## config.mk

```make
export PLATFORM = sky130hd
export DESIGN_NAME = ssh_public_key_line_parser_top
export DESIGN_NICKNAME = d
export VERILOG_FILES = /design/src/sv/sshpk_pkg.sv /design/src/sv/sshpk_out_fifo.sv /design/src/sv/sshpk_core.sv /design/src/sv/ssh_public_key_line_parser_top.sv
export SDC_FILE = /design/constraint.sdc
export NUM_CORES = 1
export LEC_CHECK = 0
export BUFFER_PORTS_ARGS = -buffer_cell sky130_fd_sc_hd__buf_2
export CAP_MARGIN = 20
export CORE_MARGIN = 8
export CORE_UTILIZATION = 30
export DETAILED_ROUTE_END_ITERATION = 8
export PLACE_DENSITY = 0.49
export RECOVER_POWER = 25
export REMOVE_ABC_BUFFERS = 1
export SYNTH_ARGS = -nofsm -noshare
export SYNTH_HDL_FRONTEND = slang
export SYNTH_SLANG_ARGS = --single-unit
```

## constraint.sdc

```tcl
create_clock -name i_clk -period 21.5 [get_ports i_clk]
set_clock_uncertainty 0.2 [all_clocks]
set_input_delay 4.3 -clock i_clk [delete_from_list [all_inputs] [get_ports i_clk]]
set_output_delay 4.3 -clock i_clk [all_outputs]
set_load 0.01 [all_outputs]
```

## src/sv/sshpk_pkg.sv

```systemverilog
// Package for the SSH public key line parser.
// Holds phase codes, result kinds, status codes and the base64 rank function.
// No dependencies.
package sshpk_pkg;

    localparam int KEYTYPE_MAX = 64;
    localparam int TYPE_DEPTH  = 64;
    localparam int TYPE_AW     = $clog2(TYPE_DEPTH);

    typedef enum logic [3:0] {
        PH_LEAD    = 4'd0,
        PH_HASH    = 4'd1,
        PH_TYPE    = 4'd2,
        PH_GAP     = 4'd3,
        PH_BLOB    = 4'd4,
        PH_REST    = 4'd5,
        PH_COMMENT = 4'd6,
        PH_DONE    = 4'd7
    } t_phase;

    localparam logic [1:0] KIND_KEY     = 2'd0;
    localparam logic [1:0] KIND_COMMENT = 2'd1;
    localparam logic [1:0] KIND_STATUS  = 2'd2;

    localparam logic [2:0] ST_OK         = 3'd0;
    localparam logic [2:0] ST_NO_KEY     = 3'd1;
    localparam logic [2:0] ST_NO_SPACE   = 3'd2;
    localparam logic [2:0] ST_BAD_LEN    = 3'd3;
    localparam logic [2:0] ST_EMPTY      = 3'd4;
    localparam logic [2:0] ST_MISMATCH   = 3'd5;

    localparam logic [7:0] CH_HASH  = 8'h23;
    localparam logic [7:0] CH_LF    = 8'h0a;
    localparam logic [7:0] CH_SPACE = 8'h20;
    localparam logic [7:0] CH_TAB   = 8'h09;
    localparam logic [7:0] CH_PAD   = 8'h3d;

    // Bit 6 set means the character is not in the alphabet.
    function automatic logic [6:0] b64_rank(input logic [7:0] c);
        logic [6:0] r;
        r = 7'h40;
        if (c >= 8'h41 && c <= 8'h5a) r = {1'b0, 6'(c - 8'h41)};
        else if (c >= 8'h61 && c <= 8'h7a) r = {1'b0, 6'(c - 8'h61 + 8'd26)};
        else if (c >= 8'h30 && c <= 8'h39) r = {1'b0, 6'(c - 8'h30 + 8'd52)};
        else if (c == 8'h2b) r = 7'd62;
        else if (c == 8'h2f) r = 7'd63;
        else if (c == CH_PAD) r = 7'd0;
        return r;
    endfunction

    typedef struct packed {
        logic [1:0] kind;
        logic [7:0] data;
        logic [2:0] status;
        logic       last;
    } t_result;

endpackage

```

## src/sv/sshpk_out_fifo.sv

```systemverilog
// Result queue of the SSH key parser: eight entries of one result each.
// Accepts up to four results per cycle. Depends on sshpk_pkg.
module sshpk_out_fifo (
    input  logic                i_clk,
    input  logic                i_rst_n,
    input  logic [2:0]          i_push_n,
    input  sshpk_pkg::t_result  i_d0,
    input  sshpk_pkg::t_result  i_d1,
    input  sshpk_pkg::t_result  i_d2,
    input  sshpk_pkg::t_result  i_d3,
    output logic [3:0]          o_count,
    output logic                o_valid,
    output sshpk_pkg::t_result  o_head,
    input  logic                i_pop
);
    sshpk_pkg::t_result r_q [8];
    logic [2:0] r_wp, r_rp;
    logic [3:0] r_cnt, n_cnt;
    logic       pop;

    assign pop     = i_pop && (r_cnt != 4'd0);
    assign n_cnt   = r_cnt + {1'b0, i_push_n} - {3'b000, pop};
    assign o_count = r_cnt;
    assign o_valid = r_cnt != 4'd0;
    assign o_head  = r_q[r_rp];

    always_ff @(posedge i_clk) begin
        if (i_push_n >= 3'd1) r_q[r_wp] <= i_d0;
        if (i_push_n >= 3'd2) r_q[r_wp + 3'd1] <= i_d1;
        if (i_push_n >= 3'd3) r_q[r_wp + 3'd2] <= i_d2;
        if (i_push_n == 3'd4) r_q[r_wp + 3'd3] <= i_d3;
        if (!i_rst_n) begin
            r_wp <= '0;
            r_rp <= '0;
            r_cnt <= '0;
        end else begin
            r_wp <= r_wp + i_push_n;
            r_rp <= r_rp + {2'b00, pop};
            r_cnt <= n_cnt;
        end
    end

`ifndef SYNTHESIS
    a_no_overflow: assert property (@(posedge i_clk) disable iff (!i_rst_n)
        ({1'b0, r_cnt} + {2'b00, i_push_n}) <= 5'd8 + {4'd0, pop})
        else $error("result queue overflow");
    a_cnt_step: assert property (@(posedge i_clk) disable iff (!i_rst_n)
        (i_push_n == 3'd0 && !pop) |=> $stable(r_cnt))
        else $error("count moved without push or pop");
    a_valid_cnt: assert property (@(posedge i_clk) disable iff (!i_rst_n)
        (o_valid == (r_cnt != 4'd0)))
        else $error("valid disagrees with count");
`endif
endmodule

```

## src/sv/sshpk_core.sv

```systemverilog
// Parser core: phase control, type memory, base64 decode and status.
// Type bytes live in a synchronous RAM read one entry per cycle into a
// three-byte compare window. Depends on sshpk_pkg.
module sshpk_core (
    input  logic                i_clk,
    input  logic                i_rst_n,
    input  logic                i_go,
    input  logic [7:0]          i_byte,
    input  logic                i_last,
    output logic [2:0]          o_push_n,
    output sshpk_pkg::t_result  o_d0,
    output sshpk_pkg::t_result  o_d1,
    output sshpk_pkg::t_result  o_d2,
    output sshpk_pkg::t_result  o_d3
);
    sshpk_pkg::t_phase r_phase, n_phase;
    logic [7:0]  r_mem [sshpk_pkg::TYPE_DEPTH];
    logic [7:0]  r_win [3];
    logic [1:0]  r_slot, n_slot;
    logic [15:0] rsum;
    logic [sshpk_pkg::TYPE_AW-1:0] wa, ra;
    logic [6:0]  r_tlen, n_tlen;
    logic [23:0] r_acc, n_acc;
    logic [1:0]  r_sc, n_sc, r_raw, n_raw, r_pad, n_pad;
    logic [15:0] r_dc, n_dc;
    logic [31:0] r_lp, n_lp;
    logic        r_mis, n_mis_type, n_mis;
    logic [2:0]  r_err, n_err;
    logic        we, blob, cmt, lead_sp;
    logic [6:0]  rk;
    logic [7:0]  bb [3];
    logic        en [3];
    logic [2:0]  st;
    logic [2:0]  np;
    sshpk_pkg::t_result rs [4];

    assign lead_sp = i_byte == sshpk_pkg::CH_SPACE || (i_byte >= 8'h09 && i_byte <= 8'h0d);
    assign rk = sshpk_pkg::b64_rank(i_byte);
    assign wa = r_tlen[sshpk_pkg::TYPE_AW-1:0];

    // Next phase and type write.
    always_comb begin
        n_phase    = r_phase;
        n_tlen     = r_tlen;
        n_mis_type = r_mis;
        n_err      = r_err;
        we   = 1'b0;
        blob = 1'b0;
        cmt  = 1'b0;
        unique case (r_phase)
            sshpk_pkg::PH_LEAD, sshpk_pkg::PH_TYPE: begin
                if (r_phase == sshpk_pkg::PH_LEAD && lead_sp) begin
                    n_phase = r_phase;
                end else if (r_phase == sshpk_pkg::PH_LEAD
                             && i_byte == sshpk_pkg::CH_HASH) begin
                    n_phase = sshpk_pkg::PH_HASH;
                end else if (i_byte == sshpk_pkg::CH_SPACE) begin
                    n_phase = sshpk_pkg::PH_GAP;
                end else if (i_byte == sshpk_pkg::CH_LF) begin
                    n_err = sshpk_pkg::ST_NO_SPACE;
                    n_phase = sshpk_pkg::PH_DONE;
                end else begin
                    n_phase = sshpk_pkg::PH_TYPE;
                    if (r_tlen < 7'(sshpk_pkg::KEYTYPE_MAX)
                        && r_tlen < 7'(sshpk_pkg::TYPE_DEPTH)) begin
                        we = 1'b1;
                        n_tlen = r_tlen + 7'd1;
                    end else begin
                        n_mis_type = 1'b1;
                    end
                end
            end
            sshpk_pkg::PH_HASH: begin
                if (i_byte == sshpk_pkg::CH_LF) n_phase = sshpk_pkg::PH_LEAD;
            end
            sshpk_pkg::PH_GAP: begin
                if (i_byte == sshpk_pkg::CH_SPACE || i_byte == sshpk_pkg::CH_TAB) begin
                    n_phase = r_phase;
                end else if (i_byte == sshpk_pkg::CH_LF) begin
                    n_phase = sshpk_pkg::PH_DONE;
                end else begin
                    n_phase = sshpk_pkg::PH_BLOB;
                    blob = 1'b1;
                end
            end
            sshpk_pkg::PH_BLOB: begin
                if (i_byte == sshpk_pkg::CH_SPACE) n_phase = sshpk_pkg::PH_REST;
                else if (i_byte == sshpk_pkg::CH_LF) n_phase = sshpk_pkg::PH_DONE;
                else blob = 1'b1;
            end
            sshpk_pkg::PH_REST: begin
                if (i_byte == sshpk_pkg::CH_SPACE || i_byte == sshpk_pkg::CH_TAB) begin
                    n_phase = r_phase;
                end else if (i_byte == sshpk_pkg::CH_LF) begin
                    n_phase = sshpk_pkg::PH_DONE;
                end else begin
                    n_phase = sshpk_pkg::PH_COMMENT;
                    cmt = 1'b1;
                end
            end
            sshpk_pkg::PH_COMMENT: begin
                if (i_byte == sshpk_pkg::CH_LF) n_phase = sshpk_pkg::PH_DONE;
                else cmt = 1'b1;
            end
            default: n_phase = r_phase;
        endcase
    end

    // Decode and type compare. The n-th byte of a quad is checked against
    // window slot n, which holds type entry r_dc - 4 + n.
    always_comb begin
        logic [15:0] k;
        logic [1:0]  m;
        n_acc = r_acc; n_sc = r_sc; n_raw = r_raw; n_pad = r_pad;
        n_lp = r_lp; n_mis = n_mis_type;
        en[0] = 1'b0; en[1] = 1'b0; en[2] = 1'b0;
        if (blob) begin
            n_raw = r_raw + 2'd1;
            if (!rk[6]) begin
                n_pad = {r_pad[0], i_byte == sshpk_pkg::CH_PAD};
                n_acc = {r_acc[17:0], rk[5:0]};
                if (r_sc == 2'd3) begin
                    n_sc = 2'd0;
                    en[0] = 1'b1;
                    en[1] = !n_pad[1];
                    en[2] = !n_pad[0];
                end else begin
                    n_sc = r_sc + 2'd1;
                end
            end
        end
        bb[0] = n_acc[23:16]; bb[1] = n_acc[15:8]; bb[2] = n_acc[7:0];
        k = r_dc;
        m = 2'd0;
        for (int i = 0; i < 3; i++) begin
            if (en[i]) begin
                if (k < 16'd4) n_lp = {n_lp[23:0], bb[i]};
                else if (k - 16'd4 < {9'd0, r_tlen} && r_win[m] != bb[i]) n_mis = 1'b1;
                if (k != 16'hffff) k = k + 16'd1;
                m = m + 2'd1;
            end
        end
        n_dc = k;
    end

    always_comb begin
        priority if (n_phase == sshpk_pkg::PH_LEAD || n_phase == sshpk_pkg::PH_HASH)
            st = sshpk_pkg::ST_NO_KEY;
        else if (n_phase == sshpk_pkg::PH_TYPE) st = sshpk_pkg::ST_NO_SPACE;
        else if (n_err != sshpk_pkg::ST_OK) st = n_err;
        else if (n_raw != 2'd0) st = sshpk_pkg::ST_BAD_LEN;
        else if (n_dc == 16'd0) st = sshpk_pkg::ST_EMPTY;
        else if (n_mis || n_dc <= {9'd0, n_tlen} + 16'd4 || n_lp != {25'd0, n_tlen})
            st = sshpk_pkg::ST_MISMATCH;
        else st = sshpk_pkg::ST_OK;
    end

    always_comb begin
        rs[0] = '0; rs[1] = '0; rs[2] = '0; rs[3] = '0;
        np = 3'd0;
        for (int i = 0; i < 3; i++) begin
            if (en[i]) begin
                rs[np[1:0]] = '{kind: sshpk_pkg::KIND_KEY, data: bb[i],
                                status: sshpk_pkg::ST_OK, last: 1'b0};
                np = np + 3'd1;
            end
        end
        if (cmt) begin
            rs[np[1:0]] = '{kind: sshpk_pkg::KIND_COMMENT, data: i_byte,
                            status: sshpk_pkg::ST_OK, last: 1'b0};
            np = np + 3'd1;
        end
        if (i_last) begin
            rs[np[1:0]] = '{kind: sshpk_pkg::KIND_STATUS, data: 8'd0, status: st, last: 1'b1};
            np = np + 3'd1;
        end
    end

    assign o_push_n = i_go ? np : 3'd0;
    assign o_d0 = rs[0];
    assign o_d1 = rs[1];
    assign o_d2 = rs[2];
    assign o_d3 = rs[3];

    // One read a cycle cycles through the three slots. A quad spans four input
    // bytes, so every slot is reloaded from the new r_dc before the next
    // compare. Type writes end before the first quad, and the first quad never
    // compares, so reads and writes of one entry never overlap in use.
    assign rsum = r_dc - 16'd4 + {14'd0, r_slot};
    assign ra = rsum[sshpk_pkg::TYPE_AW-1:0];
    assign n_slot = (r_slot == 2'd2) ? 2'd0 : r_slot + 2'd1;

    always_ff @(posedge i_clk) begin
        if (i_go && we) r_mem[wa] <= i_byte;
        r_win[r_slot] <= r_mem[ra];
    end

    always_ff @(posedge i_clk) begin
        if (!i_rst_n) r_slot <= 2'd0;
        else r_slot <= n_slot;
    end

    always_ff @(posedge i_clk) begin
        if (!i_rst_n || (i_go && i_last)) begin
            r_phase <= sshpk_pkg::PH_LEAD;
            r_tlen <= '0; r_acc <= '0; r_sc <= '0; r_raw <= '0; r_pad <= '0;
            r_dc <= '0; r_lp <= '0; r_mis <= 1'b0; r_err <= '0;
        end else if (i_go) begin
            r_phase <= n_phase;
            r_tlen <= n_tlen; r_acc <= n_acc; r_sc <= n_sc; r_raw <= n_raw;
            r_pad <= n_pad; r_dc <= n_dc; r_lp <= n_lp; r_mis <= n_mis;
            r_err <= n_err;
        end
    end

`ifndef SYNTHESIS
    a_status_last: assert property (@(posedge i_clk) disable iff (!i_rst_n)
        (i_go && i_last) |-> (o_push_n != 3'd0))
        else $error("final beat without status");
    a_reset_after_last: assert property (@(posedge i_clk) disable iff (!i_rst_n)
        (i_go && i_last) |=> (r_phase == sshpk_pkg::PH_LEAD && r_dc == 16'd0))
        else $error("state not cleared after status");
    a_tlen_bound: assert property (@(posedge i_clk) disable iff (!i_rst_n)
        r_tlen <= 7'(sshpk_pkg::KEYTYPE_MAX))
        else $error("type length beyond limit");
    a_slot_range: assert property (@(posedge i_clk) disable iff (!i_rst_n)
        r_slot != 2'd3)
        else $error("window slot out of range");
`endif
endmodule

```

## src/sv/ssh_public_key_line_parser_top.sv

```systemverilog
// Top level of the SSH public key line parser.
// Instantiates sshpk_core and sshpk_out_fifo; depends on sshpk_pkg.
//
//  channel | dir | handshake         | payload
//  input   | in  | i_valid / o_ready | i_in_byte, i_in_last
//  result  | out | o_valid / i_ready | o_result_kind, o_out_byte, o_parse_status, o_out_last
//
// One text byte is taken per cycle while o_ready is high; each yields zero to
// four results, which are registered into the result queue.
// The rate is set by the eight-entry result queue: input is taken while at
// least four entries are free, so a drained output sustains one byte a cycle.
// Reset is synchronous; no clearing pass. Output stalls back up into o_ready.
module ssh_public_key_line_parser_top (
    input  logic       i_clk,
    input  logic       i_rst_n,
    input  logic       i_valid,
    output logic       o_ready,
    input  logic [7:0] i_in_byte,
    input  logic       i_in_last,
    output logic       o_valid,
    input  logic       i_ready,
    output logic [1:0] o_result_kind,
    output logic [7:0] o_out_byte,
    output logic [2:0] o_parse_status,
    output logic       o_out_last
);
    logic [2:0] push_n;
    logic [3:0] count;
    sshpk_pkg::t_result d0, d1, d2, d3, head;

    assign o_ready = count <= 4'd4;

    sshpk_core u_core (
        .i_clk, .i_rst_n,
        .i_go(i_valid && o_ready),
        .i_byte(i_in_byte), .i_last(i_in_last),
        .o_push_n(push_n), .o_d0(d0), .o_d1(d1), .o_d2(d2), .o_d3(d3)
    );

    sshpk_out_fifo u_fifo (
        .i_clk, .i_rst_n,
        .i_push_n(push_n), .i_d0(d0), .i_d1(d1), .i_d2(d2), .i_d3(d3),
        .o_count(count), .o_valid(o_valid), .o_head(head), .i_pop(i_ready)
    );

    assign o_result_kind  = head.kind;
    assign o_out_byte     = head.data;
    assign o_parse_status = head.status;
    assign o_out_last     = head.last;
endmodule
```

-- Word level (Yosys, flattened, before mapping)
Memories as Yosys holds them, arrays and structs flattened. A register that Yosys moved wholly into a read port is not among the register bits.
Cells that the tools add are included.
- output and inout port bits: 16
- memory bits (writable): 648
- register bits: 104
- memories: 3
- input bits: 13
- memory list (memory ; depth ; bits a word ; read ports ; clocked after Yosys merged registers in ; write ports ; RTL line ; source):
    u_core.r_mem ; 64 ; 8 ; 1 ; 0 ; 1 ; sshpk_core.sv:17 ; logic [7:0] r_mem [sshpk_pkg::TYPE_DEPTH];
    u_fifo.r_q ; 8 ; 14 ; 1 ; 1 ; 4 ; sshpk_out_fifo.sv:16 ; sshpk_pkg::t_result r_q [8];
    u_core.r_win ; 3 ; 8 ; 3 ; 0 ; 1 ; sshpk_core.sv:18 ; logic [7:0] r_win [3];
- reduce and logical (&&, ||, !) cells: 35
- $add $sub $neg: 29
- $lt $le $gt $ge: 28
- multiplexer cells: 116
- eq/ne operators: 25
- bitwise gates (word level): 6
- operators by type and width (operator ; number):
    56-bit bitwise mux ; 4
    56-bit 2-to-1 mux ; 4
    32-bit 2-to-1 mux ; 6
    14-bit demux with 2-bit select ; 4
    16-bit 2-to-1 mux ; 6
    7-bit 2-to-1 mux ; 12
    3-bit 2-to-1 mux ; 21
    14-bit 2-to-1 mux ; 4
    16-bit by 1-bit adder with 16-bit output, second input constant ; 3
    16-bit by 3-bit < comparator with 1-bit output, second input constant ; 3
    16-bit by 7-bit < comparator with 1-bit output ; 3
    24-bit 2-to-1 mux ; 2
    16-bit != test, second input constant ; 3
    16-bit by 3-bit subtractor with 16-bit output, second input constant ; 3
    8-bit by 6-bit == test with 1-bit output, second input constant ; 5
    1-bit 2-to-1 mux ; 37
    4-bit 2-to-1 mux ; 8
    32-bit by 7-bit != test with 1-bit output ; 1
    8-bit != test ; 3
    4-bit one-hot mux with 6 select lines ; 1
    1-bit logical AND ; 17
    8-bit by 4-bit == test with 1-bit output, second input constant ; 2
    8-bit by 7-bit >= comparator with 1-bit output, second input constant ; 2
    16-bit <= comparator ; 1
    46 further kinds ; 84

-- Longest topological paths before layout
- depth after elaboration: 30
- mapped depth: 38
- mapped depth without buffers: 35

-- Modules after synthesis
Synthesis repeated with hierarchy kept, for this count alone.
- cell total of the unflattened synthesis: 3175
- area, all modules: 40079.7 um2
- modules (own cells, without submodules) (module ; sequential area each (um2) ; cells an instance ; instances ; area each (um2)):
    sshpk_core ; 17977.2 ; 2447 ; 1 ; 31853.0
    sshpk_out_fifo ; 3563.4 ; 725 ; 1 ; 8202.9
    ssh_public_key_line_parser_top ; 0.0 ; 3 ; 1 ; 23.8

-- Worst setup path before layout
Ideal clock, no wire load.
- path type: input port to flip-flop
- from: in i_in_byte[2]
- to: mem u_fifo.r_q[1][1] (netlist name), data pin
- setup time: 0.180 ns
- slack: 9.272 ns
- arrival: 11.848 ns
- stages on the path: 36
- required time: 21.120 ns
- buffers on the path: 4
- cells stage by stage: buf_2 > inv_1 > ha_1 > a21oi_1 > a311o_1 > a2bb2oi_1 > buf_2 > buf_2 > nor4_1 > xnor2_1 > ha_1 > nand2_1 > nor4_1 > nor2_1 > nor4_2 > a31oi_1 > xnor2_1 > ha_1 > nand2_1 > or2_2 > mux2i_1 > and4_1 > nand2_1 > nand2_1 > xnor2_1 > inv_1 > ha_1 > nand4_1 > nor2_1 > a211oi_1 > nor2_1 > mux2_2 > nor4b_2 > nor3_4 > buf_6 > o41ai_2
- RTL lines (what ; RTL line ; source):
    from (decl) ; ssh_public_key_line_parser_top.sv:18 ; input logic [7:0] i_in_byte,
    to (decl) ; sshpk_out_fifo.sv:16 ;

==> results.cfg <==
[min_path]
min_to = u_core.r_acc[21]
hold_class = reg -> reg
holdPathStages = 2
min-delay-start = u_core.r_acc[21]

[synthesis]
async_flop_share_pct = 0
yosysUniqueCellTypes = 112
yosys.area.top_type_share_pct = 48.9
ys_ff_latch = 744
yosys_warnings = 0
synth_most_common_cell = edfxtp_1
synthTopCellsByCount = edfxtp_1 (640), nand2_1 (320), nor2_1 (310)
synth_seq_area_share_pct = 54.1
yosys-top-cells-area = edfxtp_1 (49%), mux4_2 (11%), dfxtp_1 (5.3%)
synth_cells = 3168
synthFlopType = edfxtp_1
synth_area_sq_mm = 0.0393
synth_area_leader_cell = edfxtp_1
synth_edf_count = 640
syn_area_per_cell_sq_um = 12.4

[clock_network]
postCtsSetupRepairBufs = 0
cts.sink_count = 744
clockBufferDepth = 3
numCtsBuffers = 82
cts_root_buf = clkbuf_16
cts.htree.levels = 3
clkTransAtPathRegs_ns = 0.06
tritoncts = yes
clk-insertion-delay-late_ns = 0.68
ctsResizeCount = 0
cts-hold-fix-buffers = 0

[drt]
drt_iter0_markers = 2550
post-route-drc-count = 0
wl_per_cell_um = 24.9
ant_nets = 0
wl_mm = 123
drtPass1Iterations = 5
vias = 26995
vias_per_cell = 5.44

[power_and_ir_drop]
fin_total_pwr_uw = 4470
ir_drop_uv = 63.4
p_leak_uw = 0.0140
combinationalPowerShare_pct = 28.2
clock_power_share_pct = 33.1
powerDensity_mw_per_mm2 = 101
seqPwrFrac_pct = 38.7
switching_power_uw = 1420
internal_power_uw = 3050
switching_share_pct = 31.7

[final_layout]
seq_area_sq_mm = 0.0213
fillCellCount = 12951
final_util_pct = 33.9
stdcell_area_sq_mm = 0.0443
drive_gt1_share_pct = 15.8
area_growth_pct = 12.7
nets = 3232
num_antenna_cells = 0
multi_input_area_sq_mm = 0.0171

[die]
rows = 133
start_util_pct = 30.1
die_w_um = 378
die-area_sq_mm = 0.143
die_y_um = 378
ios = 29
coreArea_sq_mm = 0.131

[sta]
hold_violations = 0
fmax_mhz = 62.4
setup_viol = 0
tns_ns = 0
setup_slack_ns = 5.47
slew_viol_final = 477
rsz0062_at_grt = false
post-route-min-period_ns = 16.03
fin_crit_sh_pct = 74.6
max_slew_margin_pct = -172
tightest_slew_ns = 4.08

[place]
dp_slack_ns = 7.16
hpwl_mm = 84.5
gp_congestion = 0.893
postPlaceCellArea_sq_mm = 0.0415
io_buffer_count = 28

[global_route]
grt_pass1_wl_mm = 183
antenna_found_initial = 1
grt_max_degree = 88
grtUsageTotal_pct = 16.9
grt_pass1_vias = 26576
overflow = 0

[critical_path]
path_class = in -> reg
startpoint = i_in_byte[2]
critPathRequiredTime_ns = 21.75
slowest_stage = clkbuf_1
cpPeakStageDelay_ns = 2.63
worst_path_most_repeated_cell = ha_1
regToRegSetupSlack_ns = 11.12
crit_path_end_kind = flip-flop
worstPathArrival_ns = 16.28
reg2reg_depth = 28
cp-start-kind = input pin
r2r_end = u_fifo.r_q[6][1]
r2r_start = u_core.r_dc[0]
crit_fanout = 73

[run_status]
status = complete, but fails checks
failed_checks = capacitance limit, slew limit

[run]
drv_cap = 7
state kept, by name (all words and copies together), names as in the netlist, 3 cells and up:
| name | count |
|---|---|
| u_core.r_mem | 512 |
| u_fifo.r_q | 104 |
| u_core.r_lp | 32 |
| u_core.r_acc | 24 |
| u_core.r_win | 24 |
| u_core.r_dc | 16 |
| u_core.r_tlen | 7 |
| u_core.r_phase | 4 |
| u_fifo.o_count | 4 |
| u_core.r_err | 3 |
| u_fifo.r_rp | 3 |
| u_fifo.r_wp | 3 |
layer usage:
metal,share of wire [%],track usage [%],routed length [um],up-vias
li1,-,-,-,12143
met1,45,23.6,55300,13755
met3,5.8,2.55,7110,207
met5,0,0,0,-
met2,47,27.2,57700,890
met4,2.7,5.00,3350,0
logic make-up (layout without fill, tap and decap cells):
kind of cell	after synthesis	after routing	share of synthesized area (%)
buf+inv	276	318	2.77
xor+xnor	121	121	2.77
flops	744	744	54.1
compound gates	539	539	9.34
simple gates	1023	1023	12.3
fa+ha+maj	77	77	2.51
mux	388	388	16.1
cells in the final DEF (no fill, tap or decap), types with 11 or more instances in the layout:
master and n:
edfxtp_1 640, nand2_1 318, nor2_1 305, mux4_2 194, mux2i_1 164, a21oi_1 142, o21ai_0 114, dfxtp_1 102
clkbuf_16 85, nand3_1 80, xnor2_1 77, ha_1 73, nor3_1 67, inv_1 66, buf_4 58, xor2_1 39
o211ai_1 39, nand4_1 31, a211oi_1 29, or3_1 29, mux2_2 27, and2_1 25, nor4_1 25, clkbuf_1 24
buf_2 21, nand2b_1 20, a31oi_1 20, clkinv_1 20, and3_1 19, a311oi_1 14, o22ai_1 13, o21a_1 12
a21o_1 12, or4_1 11
final cells by class:
type / count / share of cell area (%)
Clock buffer: 98 / 5.00
Clock inverter: 54 / 1.38
Inverter: 69 / 0.584
Multi-Input combinational cell: 2148 / 38.6
Sequential cell: 744 / 48.1
Tap cell: 1755 / 4.95
Timing Repair Buffer: 97 / 1.47
worst max path at each step:
| stage | cells past startpoint | end |
|---|---|---|
| CTS | 33 | u_fifo.r_q[6][1] |
| finish | 33 | u_fifo.r_q[6][1] |
| global placement | 33 | u_fifo.r_q[6][1] |
| floorplan | 33 | u_fifo.r_q[1][3] |
| detailed placement | 33 | u_fifo.r_q[6][1] |
| global route | 33 | u_fifo.r_q[6][1] |
through the flow:
step / hold slack (ns) / instances
2_1_floorplan: 0.233 / 2961
3_3_place_gp: 0.238 / 4807
3_5_place_dp: 0.246 / 4809
4_1_cts: 0.255 / 4961
5_1_grt: 0.276 / 4965
6_report: 0.254 / 4965
power groups by stage:
| stage | Combinational [uW] | Sequential, uW | Clock (uW) |
|---|---|---|---|
| floorplan | 897 | 1730 | 0 |
| global placement | 1260 | 1770 | 0 |
| detailed placement | 1260 | 1770 | 0 |
| CTS | 1270 | 1740 | 1520 |
| global route | 1360 | 1740 | 1560 |
| finish | 1260 | 1730 | 1480 |
critical path: cells and delay by family:
kind	cells	cell delay (ns)
compound gates	10	2.15
xor+xnor	2	0.81
fa+ha+maj	4	1.61
buf+inv	4	3.09
mux	1	0.34
simple gates	12	3.90
Note: power is estimated with default switching activity, not from simulation.
